`config.mk`:
```
export PLATFORM = sky130hd
export DESIGN_NAME = sha256_stream_hasher
export DESIGN_NICKNAME = d
export VERILOG_FILES = /design/src/hw/rtl/sha256_pkg.sv /design/src/hw/rtl/sha256_stream_hasher.sv /design/src/hw/rtl/sha256_round.sv
export SDC_FILE = /design/constraint.sdc
export NUM_CORES = 2
export LEC_CHECK = 0
export ABC_AREA = 1
export BUFFER_PORTS_ARGS = -buffer_cell sky130_fd_sc_hd__buf_4
export CAP_MARGIN = 0
export CELL_PAD_IN_SITES_DETAIL_PLACEMENT = 2
export CELL_PAD_IN_SITES_GLOBAL_PLACEMENT = 2
export CORE_MARGIN = 3
export CORE_UTILIZATION = 30
export CTS_CLUSTER_SIZE = 30
export DETAILED_ROUTE_END_ITERATION = 12
export PLACE_DENSITY_LB_ADDON = 0.1
export SLEW_MARGIN = 20
export SYNTH_ARGS = -nofsm -noshare
export SYNTH_HDL_FRONTEND = slang
export SYNTH_SLANG_ARGS = --single-unit
```
`constraint.sdc`:
```
create_clock -name i_clk -period 9.8 [get_ports i_clk]
set_input_delay 1.96 -clock i_clk [delete_from_list [all_inputs] [get_ports i_clk]]
set_output_delay 1.96 -clock i_clk [all_outputs]
set_load 0.03 [all_outputs]
```
`src/hw/rtl/sha256_pkg.sv`:
```
// SHA-256 package: round constants, initial hash values, sequencer phases and helper functions.
// Used by every module of the stream hasher.
package sha256_pkg;

    typedef enum logic [3:0] {
        P_IDLE, P_BYTE, P_BYTE_WR, P_PADW, P_SCH_A, P_SCH_B, P_SCH_C, P_SCH_D,
        P_ROUND, P_ADD_RD, P_ADD_WR, P_LEN, P_EMIT_RD, P_EMIT
    } t_phase;

    localparam logic [31:0] K_ROUND [64] = '{
        32'h428a2f98, 32'h71374491, 32'hb5c0fbcf, 32'he9b5dba5, 32'h3956c25b, 32'h59f111f1,
        32'h923f82a4, 32'hab1c5ed5, 32'hd807aa98, 32'h12835b01, 32'h243185be, 32'h550c7dc3,
        32'h72be5d74, 32'h80deb1fe, 32'h9bdc06a7, 32'hc19bf174, 32'he49b69c1, 32'hefbe4786,
        32'h0fc19dc6, 32'h240ca1cc, 32'h2de92c6f, 32'h4a7484aa, 32'h5cb0a9dc, 32'h76f988da,
        32'h983e5152, 32'ha831c66d, 32'hb00327c8, 32'hbf597fc7, 32'hc6e00bf3, 32'hd5a79147,
        32'h06ca6351, 32'h14292967, 32'h27b70a85, 32'h2e1b2138, 32'h4d2c6dfc, 32'h53380d13,
        32'h650a7354, 32'h766a0abb, 32'h81c2c92e, 32'h92722c85, 32'ha2bfe8a1, 32'ha81a664b,
        32'hc24b8b70, 32'hc76c51a3, 32'hd192e819, 32'hd6990624, 32'hf40e3585, 32'h106aa070,
        32'h19a4c116, 32'h1e376c08, 32'h2748774c, 32'h34b0bcb5, 32'h391c0cb3, 32'h4ed8aa4a,
        32'h5b9cca4f, 32'h682e6ff3, 32'h748f82ee, 32'h78a5636f, 32'h84c87814, 32'h8cc70208,
        32'h90befffa, 32'ha4506ceb, 32'hbef9a3f7, 32'hc67178f2
    };

    localparam logic [31:0] H_INIT [8] = '{
        32'h6a09e667, 32'hbb67ae85, 32'h3c6ef372, 32'ha54ff53a,
        32'h510e527f, 32'h9b05688c, 32'h1f83d9ab, 32'h5be0cd19
    };

    localparam logic [31:0] PAD_WORD = 32'h80000000;
    localparam logic [31:0] PAD_BYTE = 32'h00000080;

    function automatic logic [31:0] rotr(input logic [31:0] x, input int unsigned n);
        rotr = (x >> n) | (x << (32 - n));
    endfunction

    function automatic logic [31:0] sig0(input logic [31:0] x);
        sig0 = rotr(x, 7) ^ rotr(x, 18) ^ (x >> 3);
    endfunction

    function automatic logic [31:0] sig1(input logic [31:0] x);
        sig1 = rotr(x, 17) ^ rotr(x, 19) ^ (x >> 10);
    endfunction

    // Round operands travel as a group from the control to the round unit
    typedef struct packed {
        logic        load;   // restart working variables from the hash words
        logic        step;   // run one round
        logic [31:0] kw;     // K[r] + W[r]
    } t_round_ctl;

endpackage

```
`src/hw/rtl/sha256_stream_hasher.sv`:
```
// Top level of the SHA-256 stream hasher: byte packing, schedule memory, sequencer,
// hash-word memory and digest output. Depends on sha256_pkg and sha256_round.
//
// Bytes enter one per transaction and are packed big-endian into a 16-word block
// memory with a read-modify-write on each byte. A byte that completes a 64-byte block
// starts a compression: the message schedule is expanded in place in the same memory,
// one word read per cycle, and the rounds run one after another on a shared round
// unit. Rounds 0 to 15 each read, latch and run the round, and rounds 16 to 63 each
// take four schedule reads, the write-back and the round; the result is then added
// into the hash-word memory. Other bytes pass through P_BYTE and P_BYTE_WR before
// ready returns. On a last transaction the padding is written one word per cycle
// (up to 16) and the length into words 14 and 15, one or two final blocks are
// compressed, and eight digest words are sent out on the master side, each read
// and then held until taken; the hash words then return to their initial values.
// No item is taken while a block is compressing or the digest is draining. There is
// no clearing pass.
module sha256_stream_hasher (
    input  logic        i_clk,
    input  logic        i_rst_n,
    input  logic        s_axis_tvalid,
    output logic        s_axis_tready,
    input  logic [7:0]  s_axis_tdata,   // [7:0] data_byte
    input  logic        s_axis_tuser,   // byte_valid
    input  logic        s_axis_tlast,   // last_byte
    output logic        m_axis_tvalid,
    input  logic        m_axis_tready,
    output logic [39:0] m_axis_tdata,   // [31:0] digest_word, [34:32] word_index, rest zero
    output logic        m_axis_tlast    // last_word
);
    import sha256_pkg::*;

    // Block memory: 16 words, one port read, one write, registered read data
    logic [31:0] r_blk [16];
    logic [31:0] r_blk_rd;
    logic [3:0]  n_blk_ra;
    logic        n_blk_we;
    logic [3:0]  n_blk_wa;
    logic [31:0] n_blk_wd;

    // Hash-word memory: 8 words
    logic [31:0] r_hw [8];
    logic [31:0] r_hw_rd;
    logic [2:0]  n_hw_ra;
    logic        n_hw_we;
    logic [2:0]  n_hw_wa;
    logic [31:0] n_hw_wd;
    logic [7:0]  r_hw_valid;   // cleared entry reads as initial value

    t_phase      r_ph, n_ph;
    logic [60:0] r_cnt, n_cnt;
    logic [6:0]  r_rnd, n_rnd;
    logic [3:0]  r_idx, n_idx;
    logic [31:0] r_acc, n_acc;     // schedule partial sum
    logic [31:0] r_w, n_w;         // word for this round
    logic [7:0]  r_byte;
    logic        r_last, r_padding, n_padding;
    logic        r_second, n_second; // a second padded block follows
    logic [31:0] r_out;
    logic [2:0]  r_oidx;
    logic        r_ovalid, n_ovalid;
    logic [255:0] w_vars;
    t_round_ctl  w_rctl;
    logic [255:0] w_hash_flat;
    logic [5:0]  w_pos;
    logic [31:0] w_hval;

    assign w_pos  = r_cnt[5:0];
    assign w_hval = r_hw_valid[n_hw_ra] ? r_hw[n_hw_ra] : H_INIT[n_hw_ra];

    always_comb begin
        for (int i = 0; i < 8; i++)
            w_hash_flat[255 - 32*i -: 32] = r_hw_valid[i] ? r_hw[i] : H_INIT[i];
    end

    sha256_round u_round (
        .i_clk  (i_clk),
        .i_ctl  (w_rctl),
        .i_hash (w_hash_flat),
        .o_vars (w_vars)
    );

    always_ff @(posedge i_clk) begin
        if (n_blk_we) r_blk[n_blk_wa] <= n_blk_wd;
        r_blk_rd <= r_blk[n_blk_ra];
        if (n_hw_we) r_hw[n_hw_wa] <= n_hw_wd;
        r_hw_rd <= w_hval;
    end

    assign s_axis_tready = (r_ph == P_IDLE);
    assign m_axis_tvalid = r_ovalid;
    assign m_axis_tdata  = {5'd0, r_oidx, r_out};
    assign m_axis_tlast  = (r_oidx == 3'd7);

    // Next phase and datapath control
    always_comb begin
        n_ph = r_ph; n_cnt = r_cnt; n_rnd = r_rnd; n_idx = r_idx;
        n_acc = r_acc; n_w = r_w; n_padding = r_padding; n_second = r_second;
        n_ovalid = r_ovalid;
        n_blk_ra = r_idx; n_blk_we = 1'b0; n_blk_wa = r_idx; n_blk_wd = '0;
        n_hw_ra = r_idx[2:0]; n_hw_we = 1'b0; n_hw_wa = r_idx[2:0]; n_hw_wd = '0;
        w_rctl = '{load: 1'b0, step: 1'b0, kw: K_ROUND[r_rnd[5:0]] + r_w};
        unique case (r_ph)
            P_IDLE: begin
                n_blk_ra = w_pos[5:2];
                if (s_axis_tvalid) begin
                    if (s_axis_tuser) n_ph = P_BYTE;
                    else if (s_axis_tlast) n_ph = P_PADW;
                    n_idx = w_pos[5:2];
                    n_padding = 1'b0;
                end
            end
            P_BYTE: begin
                // merge byte into the word read last cycle
                n_blk_we = 1'b1;
                n_blk_wa = w_pos[5:2];
                unique case (w_pos[1:0])
                    2'd0: n_blk_wd = {r_byte, 24'd0};
                    2'd1: n_blk_wd = {r_blk_rd[31:24], r_byte, 16'd0};
                    2'd2: n_blk_wd = {r_blk_rd[31:16], r_byte, 8'd0};
                    default: n_blk_wd = {r_blk_rd[31:8], r_byte};
                endcase
                n_cnt = r_cnt + 61'd1;
                n_ph = P_BYTE_WR;
            end
            P_BYTE_WR: begin
                if (w_pos == 6'd0) begin
                    n_ph = P_SCH_A; n_rnd = '0; n_idx = 4'd0;
                    w_rctl.load = 1'b1;
                end else if (r_last) begin
                    n_ph = P_PADW; n_idx = w_pos[5:2];
                end else begin
                    n_ph = P_IDLE;
                end
                n_blk_ra = w_pos[5:2];
            end
            P_PADW: begin
                // pad word r_idx; read data holds the current word for the first one
                n_blk_we = 1'b1;
                n_blk_wa = r_idx;
                if (!r_padding) begin
                    unique case (w_pos[1:0])
                        2'd0: n_blk_wd = PAD_WORD;
                        2'd1: n_blk_wd = {r_blk_rd[31:24], 24'd0} | (PAD_BYTE << 16);
                        2'd2: n_blk_wd = {r_blk_rd[31:16], 16'd0} | (PAD_BYTE << 8);
                        default: n_blk_wd = {r_blk_rd[31:8], 8'd0} | PAD_BYTE;
                    endcase
                end
                n_padding = 1'b1;
                if (r_idx == 4'd15) begin
                    // no room for the length: compress this block, pad a second one
                    if (!r_second && (w_pos >= 6'd56)) begin
                        n_second = 1'b1;
                        n_ph = P_SCH_A;
                        n_idx = 4'd0;
                        w_rctl.load = 1'b1;
                    end else begin
                        n_ph = P_LEN;
                        n_idx = 4'd14;
                    end
                    n_rnd = '0;
                end else begin
                    n_idx = r_idx + 4'd1;
                end
            end
            P_LEN: begin
                n_blk_we = 1'b1;
                n_blk_wa = r_idx;
                n_blk_wd = (r_idx == 4'd14) ? {r_cnt[60:29]} : {r_cnt[28:0], 3'd0};
                if (r_idx == 4'd15) begin
                    n_ph = P_SCH_A; n_idx = 4'd0; n_rnd = '0; n_second = 1'b0;
                    w_rctl.load = 1'b1;
                end else begin
                    n_idx = r_idx + 4'd1;
                end
            end
            // Schedule: W[r&15] (+ sig0 W[r-15] + W[r-7] + sig1 W[r-2] for r >= 16)
            P_SCH_A: begin
                n_blk_ra = r_rnd[3:0];
                n_ph = (r_rnd < 7'd16) ? P_SCH_D : P_SCH_B;
            end
            P_SCH_B: begin
                n_acc = r_blk_rd;
                n_blk_ra = r_rnd[3:0] - 4'd15;
                n_ph = P_SCH_C;
            end
            P_SCH_C: begin
                n_acc = r_acc + sig0(r_blk_rd);
                n_blk_ra = r_rnd[3:0] - 4'd7;
                n_idx = 4'd1;
                n_ph = P_SCH_D;
            end
            P_SCH_D: begin
                if (r_rnd < 7'd16) begin
                    n_w = r_blk_rd;
                    n_ph = P_ROUND;
                end else if (r_idx == 4'd1) begin
                    n_acc = r_acc + r_blk_rd;
                    n_blk_ra = r_rnd[3:0] - 4'd2;
                    n_idx = 4'd2;
                end else begin
                    n_w = r_acc + sig1(r_blk_rd);
                    n_blk_we = 1'b1;
                    n_blk_wa = r_rnd[3:0];
                    n_blk_wd = n_w;
                    n_ph = P_ROUND;
                end
            end
            P_ROUND: begin
                w_rctl.step = 1'b1;
                n_rnd = r_rnd + 7'd1;
                n_idx = 4'd0;
                if (r_rnd == 7'd63) begin
                    n_ph = P_ADD_RD; n_idx = 4'd0;
                end else begin
                    n_ph = P_SCH_A;
                end
            end
            P_ADD_RD: begin
                n_hw_ra = r_idx[2:0];
                n_ph = P_ADD_WR;
            end
            P_ADD_WR: begin
                n_hw_we = 1'b1;
                n_hw_wa = r_idx[2:0];
                n_hw_wd = r_hw_rd + w_vars[255 - 32*r_idx[2:0] -: 32];
                if (r_idx == 4'd7) begin
                    n_idx = 4'd0; n_rnd = '0;
                    if (!r_padding) n_ph = r_last ? P_PADW : P_IDLE;
                    else if (r_second) begin
                        n_ph = P_PADW; n_idx = 4'd0;
                    end else n_ph = P_EMIT_RD;
                    if (!r_padding && r_last) n_idx = 4'd0;
                end else begin
                    n_idx = r_idx + 4'd1;
                    n_ph = P_ADD_RD;
                end
            end
            P_EMIT_RD: begin
                n_hw_ra = r_idx[2:0];
                n_ph = P_EMIT;
                n_ovalid = 1'b1;
            end
            P_EMIT: begin
                n_hw_ra = r_idx[2:0];
                if (m_axis_tready) begin
                    if (r_idx == 4'd7) begin
                        n_ovalid = 1'b0; n_ph = P_IDLE; n_cnt = '0;
                    end else begin
                        n_idx = r_idx + 4'd1; n_ph = P_EMIT_RD; n_ovalid = 1'b0;
                    end
                end
            end
            default: n_ph = P_IDLE;
        endcase
    end

    // Second block of padding: hold r_second through the zero pass from word 0
    // (r_padding set, so every word is written zero), then write the length.
    always_ff @(posedge i_clk) begin
        if (!i_rst_n) begin
            r_ph <= P_IDLE; r_cnt <= '0; r_rnd <= '0; r_idx <= '0;
            r_padding <= 1'b0; r_second <= 1'b0; r_ovalid <= 1'b0;
            r_last <= 1'b0; r_hw_valid <= '0;
        end else begin
            r_ph <= n_ph; r_cnt <= n_cnt; r_rnd <= n_rnd; r_idx <= n_idx;
            r_padding <= n_padding; r_second <= n_second; r_ovalid <= n_ovalid;
            if (s_axis_tvalid && s_axis_tready) r_last <= s_axis_tlast;
            if (n_hw_we) r_hw_valid[n_hw_wa] <= 1'b1;
            if (r_ph == P_EMIT && m_axis_tready && r_idx == 4'd7) r_hw_valid <= '0;
        end
    end

    always_ff @(posedge i_clk) begin
        r_acc <= n_acc; r_w <= n_w;
        if (s_axis_tvalid && s_axis_tready) r_byte <= s_axis_tdata;
        if (r_ph == P_EMIT_RD) begin
            r_out <= w_hval; r_oidx <= r_idx[2:0];
        end
    end

    // Output holds while stalled
    a_hold: assert property (@(posedge i_clk) disable iff (!i_rst_n)
        m_axis_tvalid && !m_axis_tready |=> $stable(m_axis_tdata)) else $error("hold");
    a_no_in: assert property (@(posedge i_clk) disable iff (!i_rst_n)
        m_axis_tvalid |-> !s_axis_tready) else $error("accept during emit");
    a_round: assert property (@(posedge i_clk) disable iff (!i_rst_n)
        r_ph == P_ROUND |-> r_rnd < 7'd64) else $error("round range");
endmodule

```
`src/hw/rtl/sha256_round.sv`:
```
// One SHA-256 round per cycle while step is set, on the eight working variables.
// Depends on sha256_pkg.
module sha256_round (
    input  logic                    i_clk,
    input  sha256_pkg::t_round_ctl  i_ctl,
    input  logic [255:0]            i_hash,
    output logic [255:0]            o_vars
);
    import sha256_pkg::*;

    logic [31:0] r_v [8];
    logic [31:0] w_s0, w_s1, w_ch, w_maj, w_t1, w_t2;

    always_comb begin
        w_s1  = rotr(r_v[4], 6) ^ rotr(r_v[4], 11) ^ rotr(r_v[4], 25);
        w_ch  = (r_v[4] & r_v[5]) ^ (~r_v[4] & r_v[6]);
        w_t1  = r_v[7] + w_s1 + w_ch + i_ctl.kw;
        w_s0  = rotr(r_v[0], 2) ^ rotr(r_v[0], 13) ^ rotr(r_v[0], 22);
        w_maj = (r_v[0] & r_v[1]) ^ (r_v[0] & r_v[2]) ^ (r_v[1] & r_v[2]);
        w_t2  = w_s0 + w_maj;
    end

    always_ff @(posedge i_clk) begin
        if (i_ctl.load) begin
            for (int i = 0; i < 8; i++) r_v[i] <= i_hash[255 - 32*i -: 32];
        end else if (i_ctl.step) begin
            r_v[7] <= r_v[6];
            r_v[6] <= r_v[5];
            r_v[5] <= r_v[4];
            r_v[4] <= r_v[3] + w_t1;
            r_v[3] <= r_v[2];
            r_v[2] <= r_v[1];
            r_v[1] <= r_v[0];
            r_v[0] <= w_t1 + w_t2;
        end
    end

    always_comb begin
        for (int i = 0; i < 8; i++) o_vars[255 - 32*i -: 32] = r_v[i];
    end
endmodule
```
==> metrics.txt <==
status=finished clean; max-slew violations=0; Critical Path AT=8.99 ns; Worst Setup End Kind=flip-flop; ys flop type=edfxtp_1; Total Routing Usage GR=30.57%; HPWL after detailed placement=316500 um; DRT Pass-1 Iters=6; hold_sp=m_axis_tvalid$_SDFFE_PN0P_; reg2reg start=r_rnd[1]$_SDFFE_PN0P_; area of the multi-input gates=34710 um2; unrepaired setup endpoints after global routing=no; syn avg cell area=8.392 um2; Hold Path Stages=2; Hold/Removal Path Class=reg2reg; EDFF count, synth=1131; Fmax=0.1175 GHz; clock-pin slew on the worst setup and hold paths=0.06 ns; Crit Path Max Fanout=11; cts hold-fix bufs=0; die height=519.6 um; CTS Buf Count=167; core area=261100 um2; mapped cell area=79130 um2; critical path class=reg2reg; initial antenna violation count=25; Routed WL=424200 um; Tmin final=8.511 ns; period utilization=86.84%; Via density=5.574; mux cell area share after synthesis=0%; startpoint types=flip-flop; via count=72.27k; clk_lat worst skew=0.87 ns; initial core utilization=30.31%; Fin Setup TNS=0 ns; XOR/XNOR share of the synthesized area=3.210%; most used cell, CP=o21ai_0; Fillers=29.47k; number of synthesis warnings=0; largest net degree at the start of global routing=152; Worst path max stage delay=0.90 ns; die area=270000 um2; MaxCap Viol Count=0; Port Buffers=51; Crit-path slowest cell=o21ai_0; Post-Route Skew=0.1223 ns; Top Ports=57; Synth Area in Compound Gates=13.45%; Worst EP required=10.28 ns; root buffer cell=clkbuf_16; Post-Synth Simple-Gate Area=20.10%; Cell variety after synth=63; Hold Fails Final Rpt=0; drt initial violations=6644; Area Growth Syn to Fin=12.22%; # Post-CTS Setup Buffers=0; Mapped Cells=9430; Register Area=37080 um2; # nets final=9694; total gr overflow=0; slew margin rel.=11.79%; Routed WL per cell=32.71 um; Yosys reg bits=1286; layout cells sized above 1=6.375%; R2R setup slack=1.29 ns; FFs w/ async S/R, synth=0%; sequential share of the synthesized area=46.84%; worst hold endpoint=m_axis_tvalid$_SDFFE_PN0P_; CTS tree=yes; Worst Max-Slew Pin Slew=1.309 ns; CTS Buffer Depth=4; post-CTS resize count=0; Worst Reg-to-Reg Cells=28; worst reg2reg path endpoint=u_round.r_v[0][141]$_DFFE_PP_; WL met1=183000 um; Setup crit start=r_rnd[1]$_SDFFE_PN0P_; Setup-failing EPs final=0; DP Area=83610 um2; site row count=187; vias in the first global route=75.07k; DRC=0; design area=88800 um2; met2 wire length=200300 um; adder-cell area share of the yosys netlist=6.685%; DR WL met3=23460 um; highest metal used=met5; GP Congestion=0.9602; first-pass GRT wire length=592000 um; Die Width=519.6 um; remaining antenna violation count after routing=0; H-Tree Depth=4; largest family of logic cells by synthesized area=simple AND/OR/NAND/NOR gates; CTS sink count=1286
==> registers in the layout, indices dropped and copies added, names as in the netlist, named ones only <==
register and count:
m_axis_tvalid 1, r_acc 32, r_blk 512, r_blk_rd 32, r_byte 8, r_cnt 61
r_hw 256, r_hw_rd 32, r_hw_valid 8, r_idx 4, r_last 1, r_oidx 3
r_out 32, r_padding 1, r_ph 4, r_rnd 7, r_second 1, r_w 32
u_round.r_v 256
==> critical path: cells and delay by family, from the launching register on <==
kind            cells  cell delay, ns
flops               1            0.30
xor+xnor            1            0.79
simple gates        5            0.76
fa+ha+maj           6            2.47
compound gates     11            3.29
buf+inv             5            0.58
==> Yosys cell counts (43+ instances only) <==
cell type  number  area [um2]
nand2_1      1622        6088
inv_1        1430        5368
edfxtp_1     1131       33960
o21ai_0       983        4920
nand3_1       819        4099
nor2_1        644        2417
a21oi_1       534        2673
nand4_1       348        2177
clkbuf_1      340        1276
ha_1          218        2728
xor2_1        174        1524
dfxtp_1       155        3103
fa_1          128        2562
xnor2_1       116        1016
buf_2         105       525.5
nor3_1         94       470.5
a221oi_1       68       595.6
buf_1          48       180.2
a22oi_1        43       322.8
==> through the flow <==
step,worst slack [ns],util (%),hold slack [ns],instances
2_1_floorplan,0.5310,-,0.4403,9434
3_3_place_gp,1.215,32.00,0.4504,12659
3_5_place_dp,1.241,32.02,0.4620,12661
4_1_cts,1.288,33.99,0.4743,12955
5_1_grt,0.7388,34.00,0.5090,12962
6_report,1.289,34.01,0.4759,12967
==> layout by cell type (no fill, tap or decap), types with 16 or more instances in the layout <==
cell	count
o221ai_1	25
ha_1	218
o21ai_0	968
buf_4	247
nor2_1	624
a21oi_1	529
nand2_1	1620
or2_2	37
o22ai_1	40
fa_1	128
nor2_4	23
dfxtp_1	149
clkbuf_16	169
edfxtp_1	1131
clkinv_2	18
a21o_1	26
clkbuf_1	50
o21a_1	20
a22oi_1	43
nand4_1	348
nor3_1	85
nand3b_1	16
nand3_1	817
clkinv_1	30
xnor2_1	116
o21bai_1	32
o211ai_1	40
xor2_1	174
a221oi_1	68
a31oi_1	36
inv_1	1423
==> kinds of logic after synthesis <==
group	after synthesis
and+or+nand+nor	3622
buffers and inverters	1970
AOI/OAI and AO/OA	1915
DFF	1286
adders and majority gates	346
xor gates and xnor gates	290
other	1
==> routing by layer <==
metal	up-vias	GRT usage [%]
li1	31793	-
met1	37787	40.66
met2	2144	50.87
met3	539	3.872
met4	10	11.13
met5	-	0
==> area by class of cell <==
class | instances | share of cell area [%]
sequential | 1286 | 41.75
multi-input combinational | 6178 | 39.08
inverter | 1447 | 6.143
clock buffer | 231 | 5.160
tap | 3496 | 4.926
timing repair buffer | 254 | 2.254
clock inverter | 63 | 0.6453
antenna | 12 | 0.03382
==> worst max-delay path by stage <==
stage | depth (start not counted) | slack [ns] | end
floorplan | 6 | 0.53 | u_round.r_v[0][0]$_DFFE_PP_
global placement | 37 | 1.22 | u_round.r_v[0][31]$_DFFE_PP_
detailed placement | 39 | 1.24 | u_round.r_v[0][27]$_DFFE_PP_
CTS | 39 | 1.29 | u_round.r_v[0][27]$_DFFE_PP_
global route | 39 | 0.74 | u_round.r_v[0][27]$_DFFE_PP_
finish | 28 | 1.29 | u_round.r_v[0][141]$_DFFE_PP_
Power is left out: the tool's default activity adds up to more than one toggle a clock period on the data nets, which glitch-free logic cannot reach.
